[src/hdl/mhf_pkg.sv]
// Package: shared constants, command codes and the address hash function.
package mhf_pkg;

    localparam int unsigned MAC_W      = 48;
    localparam int unsigned MAC_BYTES  = 6;
    localparam int unsigned IDX_W      = 6;
    localparam int unsigned TABLE_W    = 64;

    localparam logic [31:0] HASH_POLY   = 32'hEDB8_8320;
    localparam logic [31:0] HASH_PRESET = 32'hFFFF_FFFF;

    localparam logic [TABLE_W-1:0] TABLE_RESET = {1'b1, {(TABLE_W-1){1'b0}}};

    localparam logic CMD_CLEAR = 1'b0;
    localparam logic CMD_ADD   = 1'b1;

    typedef logic [MAC_W-1:0]   t_mac;
    typedef logic [IDX_W-1:0]   t_idx;
    typedef logic [TABLE_W-1:0] t_table;

    function automatic t_idx mac_hash(input t_mac mac);
        logic [31:0] crc;
        crc = HASH_PRESET;
        for (int b = 0; b < MAC_BYTES; b++) begin
            crc = crc ^ {24'h0, mac[8*b +: 8]};
            for (int j = 0; j < 8; j++) begin
                crc = crc[0] ? ((crc >> 1) ^ HASH_POLY) : (crc >> 1);
            end
        end
        return crc[IDX_W-1:0];
    endfunction

endpackage

[src/hdl/mhf_if.sv]
// Interfaces: request and response channels with valid/ready handshake.
interface mhf_req_if;
    import mhf_pkg::*;
    logic valid;
    logic ready;
    logic command;
    t_mac mac_addr;
    logic entry_valid;

    modport source (output valid, output command, output mac_addr, output entry_valid,
                    input ready);
    modport sink   (input valid, input command, input mac_addr, input entry_valid,
                    output ready);
endinterface

interface mhf_rsp_if;
    import mhf_pkg::*;
    logic   valid;
    logic   ready;
    t_idx   hash_index;
    t_table hash_table;

    modport source (output valid, output hash_index, output hash_table, input ready);
    modport sink   (input valid, input hash_index, input hash_table, output ready);
endinterface

[src/hdl/mhf_update.sv]
// Table update: hashes the address and forms the next table and index.
module mhf_update (
    input  logic            i_command,
    input  mhf_pkg::t_mac   i_mac_addr,
    input  logic            i_entry_valid,
    input  mhf_pkg::t_table i_table,
    output mhf_pkg::t_idx   o_hash_index,
    output mhf_pkg::t_table o_table
);
    import mhf_pkg::*;

    t_idx idx;

    assign idx = mac_hash(i_mac_addr);

    always_comb begin
        unique case (i_command)
            CMD_CLEAR: begin
                o_hash_index = '0;
                o_table      = TABLE_RESET;
            end
            CMD_ADD: begin
                o_hash_index = idx;
                o_table      = i_entry_valid ? (i_table | (t_table'(1) << idx)) : i_table;
            end
            default: begin
                o_hash_index = '0;
                o_table      = i_table;
            end
        endcase
    end

endmodule

[src/hdl/multicast_hash_filter_builder_unit.sv]
// Top level: multicast hash filter builder with input and result registers.
// Request accept to response valid passes the input then the result register.
// Throughput: one request per cycle unless o_rsp stalls; the hash is a fixed XOR
// network between the input and result registers, and the table updates in step.
// Reset: synchronous, active low; clears both stages and sets the table to
// the broadcast bit only.
module multicast_hash_filter_builder_unit (
    input  logic  i_clk,
    input  logic  i_rst_n,
    mhf_req_if.sink   i_req,
    mhf_rsp_if.source o_rsp
);
    import mhf_pkg::*;

    logic   r_s1_valid;
    logic   r_s1_cmd;
    t_mac   r_s1_mac;
    logic   r_s1_entry_valid;

    logic   r_out_valid;
    t_idx   r_out_idx;
    t_table r_out_table;
    t_table r_filter_table;

    t_idx   n_idx;
    t_table n_table;
    logic   out_adv;
    logic   s1_adv;
    logic   in_take;

    assign out_adv = !r_out_valid || o_rsp.ready;
    assign s1_adv  = r_s1_valid && out_adv;
    assign in_take = i_req.valid && i_req.ready;

    assign i_req.ready = !r_s1_valid || out_adv;

    mhf_update u_update (
        .i_command     (r_s1_cmd),
        .i_mac_addr    (r_s1_mac),
        .i_entry_valid (r_s1_entry_valid),
        .i_table       (r_filter_table),
        .o_hash_index  (n_idx),
        .o_table       (n_table)
    );

    always_ff @(posedge i_clk) begin
        if (!i_rst_n) begin
            r_s1_valid <= 1'b0;
        end else if (i_req.ready) begin
            r_s1_valid <= i_req.valid;
        end
    end

    always_ff @(posedge i_clk) begin
        if (in_take) begin
            r_s1_cmd         <= i_req.command;
            r_s1_mac         <= i_req.mac_addr;
            r_s1_entry_valid <= i_req.entry_valid;
        end
    end

    always_ff @(posedge i_clk) begin
        if (!i_rst_n) begin
            r_out_valid    <= 1'b0;
            r_filter_table <= TABLE_RESET;
        end else begin
            if (out_adv) begin
                r_out_valid <= r_s1_valid;
            end
            if (s1_adv) begin
                r_filter_table <= n_table;
            end
        end
    end

    always_ff @(posedge i_clk) begin
        if (s1_adv) begin
            r_out_idx   <= n_idx;
            r_out_table <= n_table;
        end
    end

    assign o_rsp.valid      = r_out_valid;
    assign o_rsp.hash_index = r_out_idx;
    assign o_rsp.hash_table = r_out_table;

    a_reset_table : assert property (@(posedge i_clk)
        $past(!i_rst_n) |-> r_filter_table == TABLE_RESET)
        else $error("table not at broadcast-only value after reset");

    a_bcast_set : assert property (@(posedge i_clk) disable iff (!i_rst_n)
        r_filter_table[TABLE_W-1])
        else $error("broadcast bit lost");

    a_rsp_matches_table : assert property (@(posedge i_clk) disable iff (!i_rst_n)
        r_out_valid |-> r_out_table == r_filter_table)
        else $error("pending response table differs from filter table");

    a_add_keeps_bits : assert property (@(posedge i_clk) disable iff (!i_rst_n)
        (s1_adv && r_s1_cmd == CMD_ADD) |=>
            (r_filter_table & $past(r_filter_table)) == $past(r_filter_table))
        else $error("add request dropped table bits");

    a_clear_index : assert property (@(posedge i_clk) disable iff (!i_rst_n)
        (s1_adv && r_s1_cmd == CMD_CLEAR) |=> r_out_idx == '0)
        else $error("clear request gave nonzero index");

endmodule

[src/flat_wrapper.sv]
// flat-port wrapper written by rule: the top's interface ports become plain ports
module multicast_hash_filter_builder_unit_flat import mhf_pkg::*;
  (i_clk, i_rst_n, i_req_valid, i_req_command, i_req_mac_addr, i_req_entry_valid, i_req_ready, o_rsp_valid, o_rsp_hash_index, o_rsp_hash_table, o_rsp_ready);
  mhf_req_if i_req_i ();
  mhf_rsp_if o_rsp_i ();
  input  logic i_clk;
  input  logic i_rst_n;
  input wire logic [$bits(i_req_i.valid)-1:0] i_req_valid;
  input wire logic [$bits(i_req_i.command)-1:0] i_req_command;
  input wire logic [$bits(i_req_i.mac_addr)-1:0] i_req_mac_addr;
  input wire logic [$bits(i_req_i.entry_valid)-1:0] i_req_entry_valid;
  output wire logic [$bits(i_req_i.ready)-1:0] i_req_ready;
  output wire logic [$bits(o_rsp_i.valid)-1:0] o_rsp_valid;
  output wire logic [$bits(o_rsp_i.hash_index)-1:0] o_rsp_hash_index;
  output wire logic [$bits(o_rsp_i.hash_table)-1:0] o_rsp_hash_table;
  input wire logic [$bits(o_rsp_i.ready)-1:0] o_rsp_ready;
  assign i_req_i.valid = i_req_valid;
  assign i_req_i.command = i_req_command;
  assign i_req_i.mac_addr = i_req_mac_addr;
  assign i_req_i.entry_valid = i_req_entry_valid;
  assign i_req_ready = i_req_i.ready;
  assign o_rsp_valid = o_rsp_i.valid;
  assign o_rsp_hash_index = o_rsp_i.hash_index;
  assign o_rsp_hash_table = o_rsp_i.hash_table;
  assign o_rsp_i.ready = o_rsp_ready;
  multicast_hash_filter_builder_unit u_core (.i_clk(i_clk), .i_rst_n(i_rst_n), .i_req(i_req_i), .o_rsp(o_rsp_i));
endmodule
[config.mk]
export PLATFORM = sky130hd
export DESIGN_NAME = multicast_hash_filter_builder_unit_flat
export DESIGN_NICKNAME = d
export VERILOG_FILES = /design/src/hdl/mhf_pkg.sv /design/src/hdl/mhf_if.sv /design/src/hdl/mhf_update.sv /design/src/hdl/multicast_hash_filter_builder_unit.sv /design/src/flat_wrapper.sv
export SDC_FILE = /design/constraint.sdc
export NUM_CORES = 1
export LEC_CHECK = 0
export ABC_AREA = 1
export BUFFER_PORTS_ARGS = -buffer_cell sky130_fd_sc_hd__buf_2
export CAP_MARGIN = 20
export CORE_ASPECT_RATIO = 1.75
export CORE_MARGIN = 2
export CORE_UTILIZATION = 40
export DETAILED_ROUTE_END_ITERATION = 6
export HOLD_SLACK_MARGIN = 0.03
export PLACE_DENSITY = 0.59
export SYNTH_ARGS = -nofsm -noshare
export SYNTH_HDL_FRONTEND = slang
export SYNTH_SLANG_ARGS = --single-unit
[constraint.sdc]
create_clock -name i_clk -period 4.33 [get_ports i_clk]
set_input_delay 0.2165 -clock i_clk [delete_from_list [all_inputs] [get_ports i_clk]]
set_output_delay 0.2165 -clock i_clk [all_outputs]
set_load 0.01 [all_outputs]
Yosys cells after proc, flatten, opt, wreduce, memory -nomap -nowiden
Index checks and enable logic that the tools add are counted.
{"block": "totals", "ff_bits": 186, "in_bits": 54, "elab_cells": 122}
{"block": "op_classes", "shift": 1, "mux": 51, "n_bitwise": 56, "reduce_logical": 6}
{"cell": "32-bit 2-to-1 mux", "n": 22}
{"cell": "13-bit NOT with 14-bit output", "n": 22}
{"cell": "64-bit case mux with 2 select lines", "n": 1}
{"cell": "16-bit 2-to-1 mux", "n": 4}
{"cell": "64-bit 2-to-1 mux", "n": 1}
{"cell": "64-bit bitwise OR", "n": 1}
{"cell": "1-bit by 6-bit left shift with 64-bit output (first input constant)", "n": 1}
{"cell": "32-bit by 8-bit XOR with 32-bit output", "n": 2}
{"cell": "10-bit 2-to-1 mux", "n": 6}
{"cell": "28-bit 2-to-1 mux", "n": 2}
{"cell": "25-bit 2-to-1 mux", "n": 2}
{"cell": "22-bit 2-to-1 mux", "n": 2}
{"cell": "8-bit NOT with 32-bit output", "n": 1}
{"cell": "31-bit 2-to-1 mux", "n": 1}
{"cell": "30-bit 2-to-1 mux", "n": 1}
{"cell": "30-bit by 8-bit XOR with 30-bit output", "n": 1}
{"cell": "27-bit 2-to-1 mux", "n": 1}
{"cell": "24-bit 2-to-1 mux", "n": 1}
{"cell": "11-bit NOT", "n": 2}
{"cell": "22-bit by 8-bit XOR with 22-bit output", "n": 1}
{"cell": "21-bit 2-to-1 mux", "n": 1}
{"cell": "20-bit 2-to-1 mux", "n": 1}
{"cell": "6-bit 2-to-1 mux", "n": 3}
{"cell": "3-bit NOT", "n": 6}
{"cell": "other kinds (17)", "n": 28}

Logic depth before layout (Yosys ltp)
Gate-level depths: netlist (run 1).
{"block": "logic_depth", "ltp_word": 104, "mapped_depth": 40, "ltp_nobuf": 39}

Hierarchy
A second synthesis (run 1) with hierarchy kept.
{"block": "hier_totals", "cells_unflattened": 2106, "area_unflattened_um2": 14009.7}
{"module": "mhf_update", "n_inst": 1, "cells_each": 1556, "area_per_inst_um2": 7429.6, "seq_area_each_um2": 0.0}
{"module": "multicast_hash_filter_builder_unit", "n_inst": 1, "cells_each": 550, "area_per_inst_um2": 6580.1, "seq_area_each_um2": 4924.7}

Least setup slack after synthesis (run 1)
No wires, ideal clock.
{"block": "synth_timing", "kind": "flip-flop to flip-flop", "start": "register u_core.r_s1_mac[1]", "end": "register u_core.r_out_table[63], in the netlist u_core.o_rsp.hash_table[63], data pin", "arrival_ns": 3.448, "required_ns": 4.071, "slack_ns": 0.623, "stages_incl_launch_ff": 32, "period_less_slack_ns": 3.707, "path_cell_list": "edfxtp_1 > buf_6 > inv_4 > nand2_2 > nand2_4 > nand2_4 > nand2_4 > nand2_2 > nand2_4 > nand2_2 > nand3_1 > nand3_1 > nand2_2 > nand2_1 > nand2_1 > nand2_2 > nand2_4 > xor2_1 > nor2_1 > nor2_1 > nand2_1 > nand3_1 > nand2_1 > nand2_1 > inv_1 > nor2_1 > nand3_1 > nand2_4 > nor2_4 > nand3_1 > nand2_1 > or2_1"}
{"block": "synth_via", "elab_chain_len": 73, "word_cells_on_any_way": 104}
{"item": "start, declared", "line": "multicast_hash_filter_builder_unit.sv:17", "text": "t_mac r_s1_mac;"}
{"item": "start signal, assigned", "line": "multicast_hash_filter_builder_unit.sv:57", "text": "r_s1_mac <= i_req.mac_addr;"}
{"item": "8-bit NOT with 32-bit output (no source line) (*)"}
{"item": "32-bit 2-to-1 mux (*) (8 in a row)", "line": "mhf_pkg.sv:27", "text": "crc = crc[0] ? ((crc >> 1) ^ HASH_POLY) : (crc >> 1);"}
{"item": "32-bit by 8-bit XOR with 32-bit output (*)", "line": "mhf_pkg.sv:25", "text": "crc = crc ^ {24'h0, mac[8*b +: 8]};"}
{"item": "13-bit NOT with 14-bit output (no source line) (tied with other cells)"}
{"item": "32-bit 2-to-1 mux (*)", "line": "mhf_pkg.sv:27"}
{"item": "13-bit NOT with 14-bit output (no source line) / 32-bit 2-to-1 mux (equally long branches)"}
{"item": "32-bit 2-to-1 mux (*) (2 in a row)", "line": "mhf_pkg.sv:27"}
{"item": "13-bit NOT with 14-bit output (no source line) / 32-bit 2-to-1 mux (equally long branches)"}
{"item": "[... 50 more ...]"}
{"item": "6-bit 2-to-1 mux (tied with other cells)", "line": "mhf_pkg.sv:27"}
{"item": "6-bit 2-to-1 mux / 1-bit NOT (equally long branches)"}
{"item": "6-bit 2-to-1 mux (*)", "line": "mhf_pkg.sv:27"}
{"item": "1-bit by 6-bit left shift with 64-bit output (*)", "line": "mhf_update.sv:24", "text": "o_table = i_entry_valid ? (i_table | (t_table'(1) << idx)) : i_table;"}
{"item": "64-bit bitwise OR (*)", "line": "mhf_update.sv:24"}
{"item": "64-bit 2-to-1 mux (*)", "line": "mhf_update.sv:24"}
{"item": "64-bit case mux with 2 select lines (*)", "line": "mhf_update.sv:17", "text": "unique case (i_command)"}
{"item": "via u_core.n_table[63]", "line": "multicast_hash_filter_builder_unit.sv:26", "text": "t_table n_table;"}
{"item": "end signal, assigned", "line": "multicast_hash_filter_builder_unit.sv:79", "text": "r_out_table <= n_table;"}
{"item": "end, declared", "line": "multicast_hash_filter_builder_unit.sv:22", "text": "t_table r_out_table;"}
The timed path passes the listed nets; every way through them passes the cells marked *.
A chain may end at the register's enable or synchronous reset.

Worst setup path in the final report (run 1)
{"block": "layout_timing", "start": "register u_core.r_s1_mac[3]", "end": "register u_core.r_out_table[7], in the netlist u_core.o_rsp.hash_table[7], data pin"}
{"block": "layout_via", "elab_chain_len": 73, "word_cells_on_any_way": 102}
{"item": "8-bit NOT with 32-bit output (no source line) (*)"}
{"item": "32-bit 2-to-1 mux (*) (8 in a row)", "line": "mhf_pkg.sv:27"}
{"item": "32-bit by 8-bit XOR with 32-bit output (*)", "line": "mhf_pkg.sv:25"}
{"item": "32-bit 2-to-1 mux (*) (2 in a row)", "line": "mhf_pkg.sv:27"}
{"item": "13-bit NOT with 14-bit output (no source line) (tied with other cells)"}
{"item": "32-bit 2-to-1 mux (*)", "line": "mhf_pkg.sv:27"}
{"item": "13-bit NOT with 14-bit output (no source line) / 32-bit 2-to-1 mux (equally long branches)"}
{"item": "32-bit 2-to-1 mux (*) (2 in a row)", "line": "mhf_pkg.sv:27"}
{"item": "[... 48 more ...]"}
{"item": "1-bit NOT (no source line) / 9-bit 2-to-1 mux (equally long branches)"}
{"item": "6-bit 2-to-1 mux (2 in a row)", "line": "mhf_pkg.sv:27"}
{"item": "6-bit 2-to-1 mux (*)", "line": "mhf_pkg.sv:27"}
{"item": "1-bit by 6-bit left shift with 64-bit output (*)", "line": "mhf_update.sv:24"}
{"item": "64-bit bitwise OR (*)", "line": "mhf_update.sv:24"}
{"item": "64-bit 2-to-1 mux (*)", "line": "mhf_update.sv:24"}
{"item": "64-bit case mux with 2 select lines (*)", "line": "mhf_update.sv:17"}
{"item": "via u_core.n_table[7]", "line": "multicast_hash_filter_builder_unit.sv:26"}
Marked as above.

==> results.cfg, run 1 <==
[status]
status = finished, violations left
violations = negative setup slack

[setup_path]
path_delay_family = simple AND/OR/NAND/NOR gates
crit_type = reg -> reg
startpoint_type = register
cp-end-kind = register
ff2ff_setup_slack_ns = -0.30
rr_worst_depth = 38
critPathArrivalTime_ns = 4.96
path_max_fanout = 8
worst_path_max_delay_cell = edfxtp_1
rr_startpoint = u_core.r_s1_mac[3]
required_ns = 4.66
slowest_delay_ns = 0.50
cp_common_cell = nand2_2
path_buf_inv = 9
timing.rr.end = u_core.o_rsp.hash_table[7]
crit_cells = 38

[placed_design]
placed_cell_area_sq_um = 16800
pre_cts_ws_ns = -0.698
post-dp-hpwl_um = 38100
io_buffer_count = 125
gp_congestion = 1.02

[min_path]
holdPathEnd = u_core.o_rsp.valid
hp-class = in -> reg
worstHoldStart = o_rsp_ready
holdPathStages = 4

[detailed_routing]
via_count = 15000
routed_wl_um = 51600
dr.pass1.iters = 7
drc = 0
drt-wirelength-per-cell_um = 17.2
drtAntennaViolNets = 0
viasPerCell = 5.02
drtIter0Drc = 683

[synth]
ys_ff_latch = 186
syn_avg_cell_area_sq_um = 6.80
syn_nets = 2076
synth_cell_types = 33
yosysSeqAreaShare_pct = 35.8
syn-cell-area_sq_um = 13800
synthCells = 2022
yosys_warnings = 0

[cts]
htree_levels = 4
root_buffer = clkbuf_16
clock_latency_ns = 0.47
cts_tree = yes
clk_path_buf_depth = 2
cts_sinks = 186
cts_made_buffers = 17
clk_pin_slew_ns = 0.08

[timing]
rsz0062_at_grt = true
maxSlewHeadroom_pct = 43.8
fmax_mhz = 216
setup_ws_ns = -0.300
slew_viol_final = 0
finalSetupTns_ns = -24.72
holdWs_ns = 0.0545
fin_skew_ns = 0.0169
finalCritPeriodShare_pct = 107
period_minus_slack_ns = 4.63
setup_viol = 128
finalHoldViolCount = 0
max_slew.worst_pin.slew_ns = 0.843

[floorplanning]
io_pins = 126
num_rows = 89
fp.dieW_um = 144
fp.dieH_um = 249
die-area_sq_um = 36000
core_sq_um = 33900
start_util_pct = 40.6

[flow_run]
max_cap_violations = 0

[grt]
grt_pass1_wl_um = 74900
grt_max_degree = 101
grt_pass1_vias = 14600
antenna_found_initial = 0
gr-usage-all-layers_pct = 27.7
grt.overflow.total = 0

[layout]
layout-drive-gt1-share_pct = 44.4
insertedDiodeCount = 0
syn_to_final_growth_pct = 53.6
stdcell_area_sq_um = 21100
fillers = 3009
nets = 2578
[worst min-delay path, cell delays in order]
cell,delay [ns]
buf_2,0.07
inv_1,0.07
nand2_1,0.06
a21oi_1,0.05
[cell families (layout without fill, tap and decap cells)]
group / count (synthesis) / count (layout) / share of synthesized area, %
compound gates: 133 / 133 / 6.61
xor+xnor: 49 / 49 / 3.12
buf+inv: 333 / 847 / 9.93
flops: 186 / 186 / 35.8
simple gates: 1321 / 1322 / 44.5
[synthesized netlist by cell type]
| cell type | instances | share of area, % |
|---|---|---|
| a21oi_1 | 5 | 0.18 |
| a21oi_2 | 62 | 3.9 |
| a21oi_4 | 1 | 0.12 |
| buf_1 | 1 | 0.027 |
| buf_2 | 10 | 0.36 |
| buf_4 | 6 | 0.33 |
| buf_6 | 5 | 0.41 |
| buf_8 | 3 | 0.33 |
| clkbuf_1 | 20 | 0.55 |
| dfxtp_1 | 66 | 9.6 |
| edfxtp_1 | 120 | 26 |
| inv_1 | 259 | 7.1 |
| inv_2 | 25 | 0.68 |
| inv_4 | 4 | 0.18 |
| nand2_1 | 805 | 22 |
| nand2_2 | 86 | 3.9 |
| nand2_4 | 40 | 3.3 |
| nand2_8 | 1 | 0.15 |
| nand2b_1 | 1 | 0.045 |
| nand3_1 | 308 | 11 |
| nand3_2 | 16 | 1.2 |
| nand3_4 | 2 | 0.25 |
| nand3b_1 | 6 | 0.33 |
| nand4_1 | 4 | 0.18 |
| nor2_1 | 27 | 0.74 |
| nor2_2 | 16 | 0.73 |
| nor2_4 | 3 | 0.25 |
| nor2_8 | 1 | 0.15 |
| o21ai_0 | 65 | 2.4 |
| or2_1 | 3 | 0.14 |
| or2_2 | 2 | 0.091 |
| xnor2_1 | 14 | 0.89 |
| xor2_1 | 35 | 2.2 |
[metrics by stage]
step | std cells | util [%]
global route | 2992 | 62.4
global placement | 2815 | 49.6
floorplan | 2022 | -
CTS | 2951 | 57.4
finish | 2992 | 62.4
detailed placement | 2815 | 49.6
[routing by layer]
metal  vias to the layer above  share of wire (%)  GRT usage, %  wire length, um
li1                       7397                  -             -                -
met3                       269                3.3          3.71             1690
met4                         0                 13          30.0             6830
met2                       508                 55          53.0            28200
met5                         -                  0             0                0
met1                      6838                 29          21.6            14800
[cell usage in the layout (no fill, tap or decap), types with 5 or more instances in the layout]
master	count
nor2_4	20
nand3b_1	6
nand3_2	67
dlygate4sd3_1	51
buf_6	26
xnor2_1	11
xor2_1	25
clkbuf_16	21
clkinv_8	5
edfxtp_1	120
nand3_1	212
nor2_1	18
nand2_2	216
buf_4	300
inv_2	43
nand2_1	591
xor2_2	9
inv_6	5
nand2_4	106
inv_4	7
buf_12	18
o21ai_0	65
inv_1	235
nor2_2	8
dfxtp_1	66
nand2_8	20
buf_2	125
nand3_4	47
a21oi_2	63
[repair_timing]
action                                  CTS  global route
endpoints found under the setup margin  130           131
buffers inserted                         51            38
gates resized for setup                 250           316
pin swaps                                84            96
hold buffers                             51             0
gates cloned                              3             3
hold endpoints to repair                 51             0
[registers in the layout (all words and copies together), names as in the netlist]
| register | cells |
|---|---|
| u_core.r_s1_cmd | 1 |
| u_core.r_s1_valid | 1 |
| u_core.r_s1_mac | 48 |
| u_core.r_s1_entry_valid | 1 |
| u_core.o_rsp.valid | 1 |
| u_core.r_filter_table | 64 |
| u_core.o_rsp.hash_table | 64 |
| u_core.o_rsp.hash_index | 6 |
[layout make-up]
class	count	area, sq um	share of cell area (%)
repair buffers	527	4200	19.9
inverters	288	1120	5.28
flip-flops and latches	186	4920	23.3
multi-input cells	1504	9660	45.7
well taps	455	569	2.69
clock buffers	18	450	2.13
clock inverters	14	215	1.02
[how the worst max path moves through the flow]
| stage | from | endpoint | slack, ns |
|---|---|---|---|
| floorplan | u_core.r_s1_mac[1] | u_core.o_rsp.hash_table[63] | 0.62 |
| global placement | u_core.r_s1_mac[2] | u_core.o_rsp.hash_table[23] | -0.68 |
| detailed placement | u_core.r_s1_mac[2] | u_core.o_rsp.hash_table[23] | -0.70 |
| CTS | u_core.r_s1_mac[2] | u_core.o_rsp.hash_table[24] | -0.20 |
| global route | u_core.r_s1_mac[1] | u_core.o_rsp.hash_table[63] | -0.47 |
| finish | u_core.r_s1_mac[3] | u_core.o_rsp.hash_table[7] | -0.30 |
Power of run 1 is not shown: default switching activity piles up to over one toggle a cycle in this logic, so the estimate is an artifact.
==> inputs of run 2 (changes only) <==
--- a/config.mk
+++ b/config.mk
@@ -5,7 +5,6 @@
 export SDC_FILE = /design/constraint.sdc
 export NUM_CORES = 1
 export LEC_CHECK = 0
-export ABC_AREA = 1
 export BUFFER_PORTS_ARGS = -buffer_cell sky130_fd_sc_hd__buf_2
 export CAP_MARGIN = 20
 export CORE_ASPECT_RATIO = 1.75
@@ -13,7 +12,7 @@
 export CORE_UTILIZATION = 40
 export DETAILED_ROUTE_END_ITERATION = 6
 export HOLD_SLACK_MARGIN = 0.03
-export PLACE_DENSITY = 0.59
+export PLACE_DENSITY = 0.61
 export SYNTH_ARGS = -nofsm -noshare
 export SYNTH_HDL_FRONTEND = slang
 export SYNTH_SLANG_ARGS = --single-unit
==> run 2 against run 1 <==
Net effect: the run now ends clean; final area fell by 47%; critical path depth shrank 28; clock skew shrank 0.0079 ns; final cell count down 63%; die area fell by 34%; critical path type unchanged.
==> results.cfg, run 2 <==
[synth]
yosys_warnings = 0
synthCells = 614
ys_top_cells_by_count = edfxtp_1, a22o_1, xnor2_1
syn_nets = 668
async_reset_ff_share_pct = 0
synthFlopType = edfxtp_1
synth_cell_types = 42
synth_top_area_cell = edfxtp_1
syn-cell-area_sq_um = 9010
synth_area_leaders = edfxtp_1, dfxtp_1, a22o_1, xnor2_1, xnor3_1
synth_edf_count = 119
yosysSeqAreaShare_pct = 54.3
yosysMostFrequentCell = edfxtp_1
synth_top_area_share_pct = 39.6
syn_avg_cell_area_sq_um = 14.7
ys_ff_latch = 185

[placed_design]
gp_congestion = 0.838
post-dp-hpwl_um = 14400
io_buffer_count = 124

[detailed_routing]
drc = 0
via_count = 5524
drtIter0Drc = 269
routed_wl_um = 19900
drt-wirelength-per-cell_um = 17.8
viasPerCell = 4.95
drtAntennaViolNets = 0
dr.pass1.iters = 4

[timing]
max_slew.worst_pin.slew_ns = 0.874
setup_viol = 0
finalHoldViolCount = 0
slew_viol_final = 0
finalSetupTns_ns = 0
fmax_mhz = 245
maxSlewHeadroom_pct = 41.7
period_minus_slack_ns = 4.08
rsz0062_at_grt = false
finalCritPeriodShare_pct = 94.3
fin_skew_ns = 0.00899

[setup_path]
cp-end-kind = register
rr_startpoint = u_core.r_s1_mac[3]
startpoint_type = register
timing.rr.end = u_core.o_rsp.hash_table[48]
worstSetupStartpoint = u_core.r_s1_mac[3]
ff2ff_setup_slack_ns = 0.25
crit_type = reg -> reg
path_max_fanout = 27
required_ns = 4.63
rr_worst_depth = 10
critPathArrivalTime_ns = 4.39

[floorplanning]
fp.dieH_um = 203
start_util_pct = 40.7
fp.dieW_um = 117
io_pins = 126
num_rows = 72
core_sq_um = 22200
die-area_sq_um = 23800

[flow_run]
max_cap_violations = 0

[grt]
grt_pass1_vias = 5777
antenna_found_initial = 0
grt_max_degree = 71
grt_pass1_wl_um = 30800
gr-usage-all-layers_pct = 17.1
grt.overflow.total = 0

[min_path]
worstHoldStart = i_rst_n
holdPathEnd = u_core.o_rsp.valid
hp-class = in -> reg
holdPathStages = 2

[cts]
cts_tree = yes
cts_made_buffers = 17
htree_levels = 4
clk_pin_slew_ns = 0.07
root_buffer = clkbuf_16
cts_sinks = 185
clk_path_buf_depth = 2
clock_latency_ns = 0.44

[layout]
syn_to_final_growth_pct = 25.3
final_cell_mix = buf_2, edfxtp_1, a22o_1
nets = 861
fillers = 1952
final_common_cell = buf_2
insertedDiodeCount = 0
layout-drive-gt1-share_pct = 31.2

[status]
status = finished clean
==> run 2: layout make-up <==
type                    count  area, sq um  share of cell area (%)
flip-flops and latches    185         4890                    43.3
multi-input cells         385         3920                    34.7
repair buffers            216         1490                    13.2
clock buffers              17          425                    3.77
well taps                 296          370                    3.28
clock inverters            15          199                    1.76
inverters                   2         7.51                  0.0664
==> run 2: per-stage QoR <==
stage               setup slack, ns  util, %  std cells  cell area, sq um  hold WS (ns)
global placement              0.239     45.7       1031             10100         0.392
global route                 0.0120     51.0       1116             11300        0.0559
CTS                           0.116     50.8       1113             11300        0.0615
detailed placement            0.166     45.7       1031             10100         0.395
finish                        0.247     51.0       1116             11300        0.0732
floorplan                     0.373        -        614              9020         0.315
==> run 2: critical path, cell delays in order (launching register included) <==
cell and delay (ns):
edfxtp_1 0.58, xor3_2 0.56, xnor2_2 0.18, xnor2_2 0.25, xnor3_2 0.47, xnor2_2 0.23
xnor3_1 0.38, xnor2_2 0.18, xnor2_2 0.21, nor2_4 0.63, a32o_1 0.27
==> run 2: layer usage <==
metal	wire length, um	part of all wire [%]	track usage, %	vias up
met5	0	0	0	-
met4	497	2.5	7.10	0
met3	703	3.5	3.37	27
met2	11900	60	35.1	163
met1	6760	34	16.0	2691
li1	-	-	-	2643
==> run 2: kinds of logic (layout without fill, tap and decap cells) <==
family                    after synthesis  in the layout  share of synthesized area, %
DFF                                   185            185                          54.3
xor gates and xnor gates              167            167                          25.3
AOI/OAI and AO/OA                     131            131                          12.2
and+or+nand+nor                        87             87                          5.50
buffers and inverters                  44            250                          2.69
==> run 2: worst max-delay path by stage <==
stage	to	cells after the start	slack [ns]
2_1_floorplan	u_core.r_filter_table[20]	6	0.37
3_3_place_gp	u_core.o_rsp.hash_table[35]	10	0.24
5_1_grt	u_core.o_rsp.hash_table[33]	10	0.01
3_5_place_dp	u_core.o_rsp.hash_table[48]	10	0.17
6_report	u_core.o_rsp.hash_table[48]	10	0.25
4_1_cts	u_core.o_rsp.hash_table[48]	10	0.12
==> run 2: timing repair <==
item	CTS	global route
endpoints found under the hold margin	50	0
gates resized for setup	0	2
hold buffers	50	0
endpoints found under the setup margin	0	53
setup buffers	0	2
Power of run 2 is left out for the same reason.
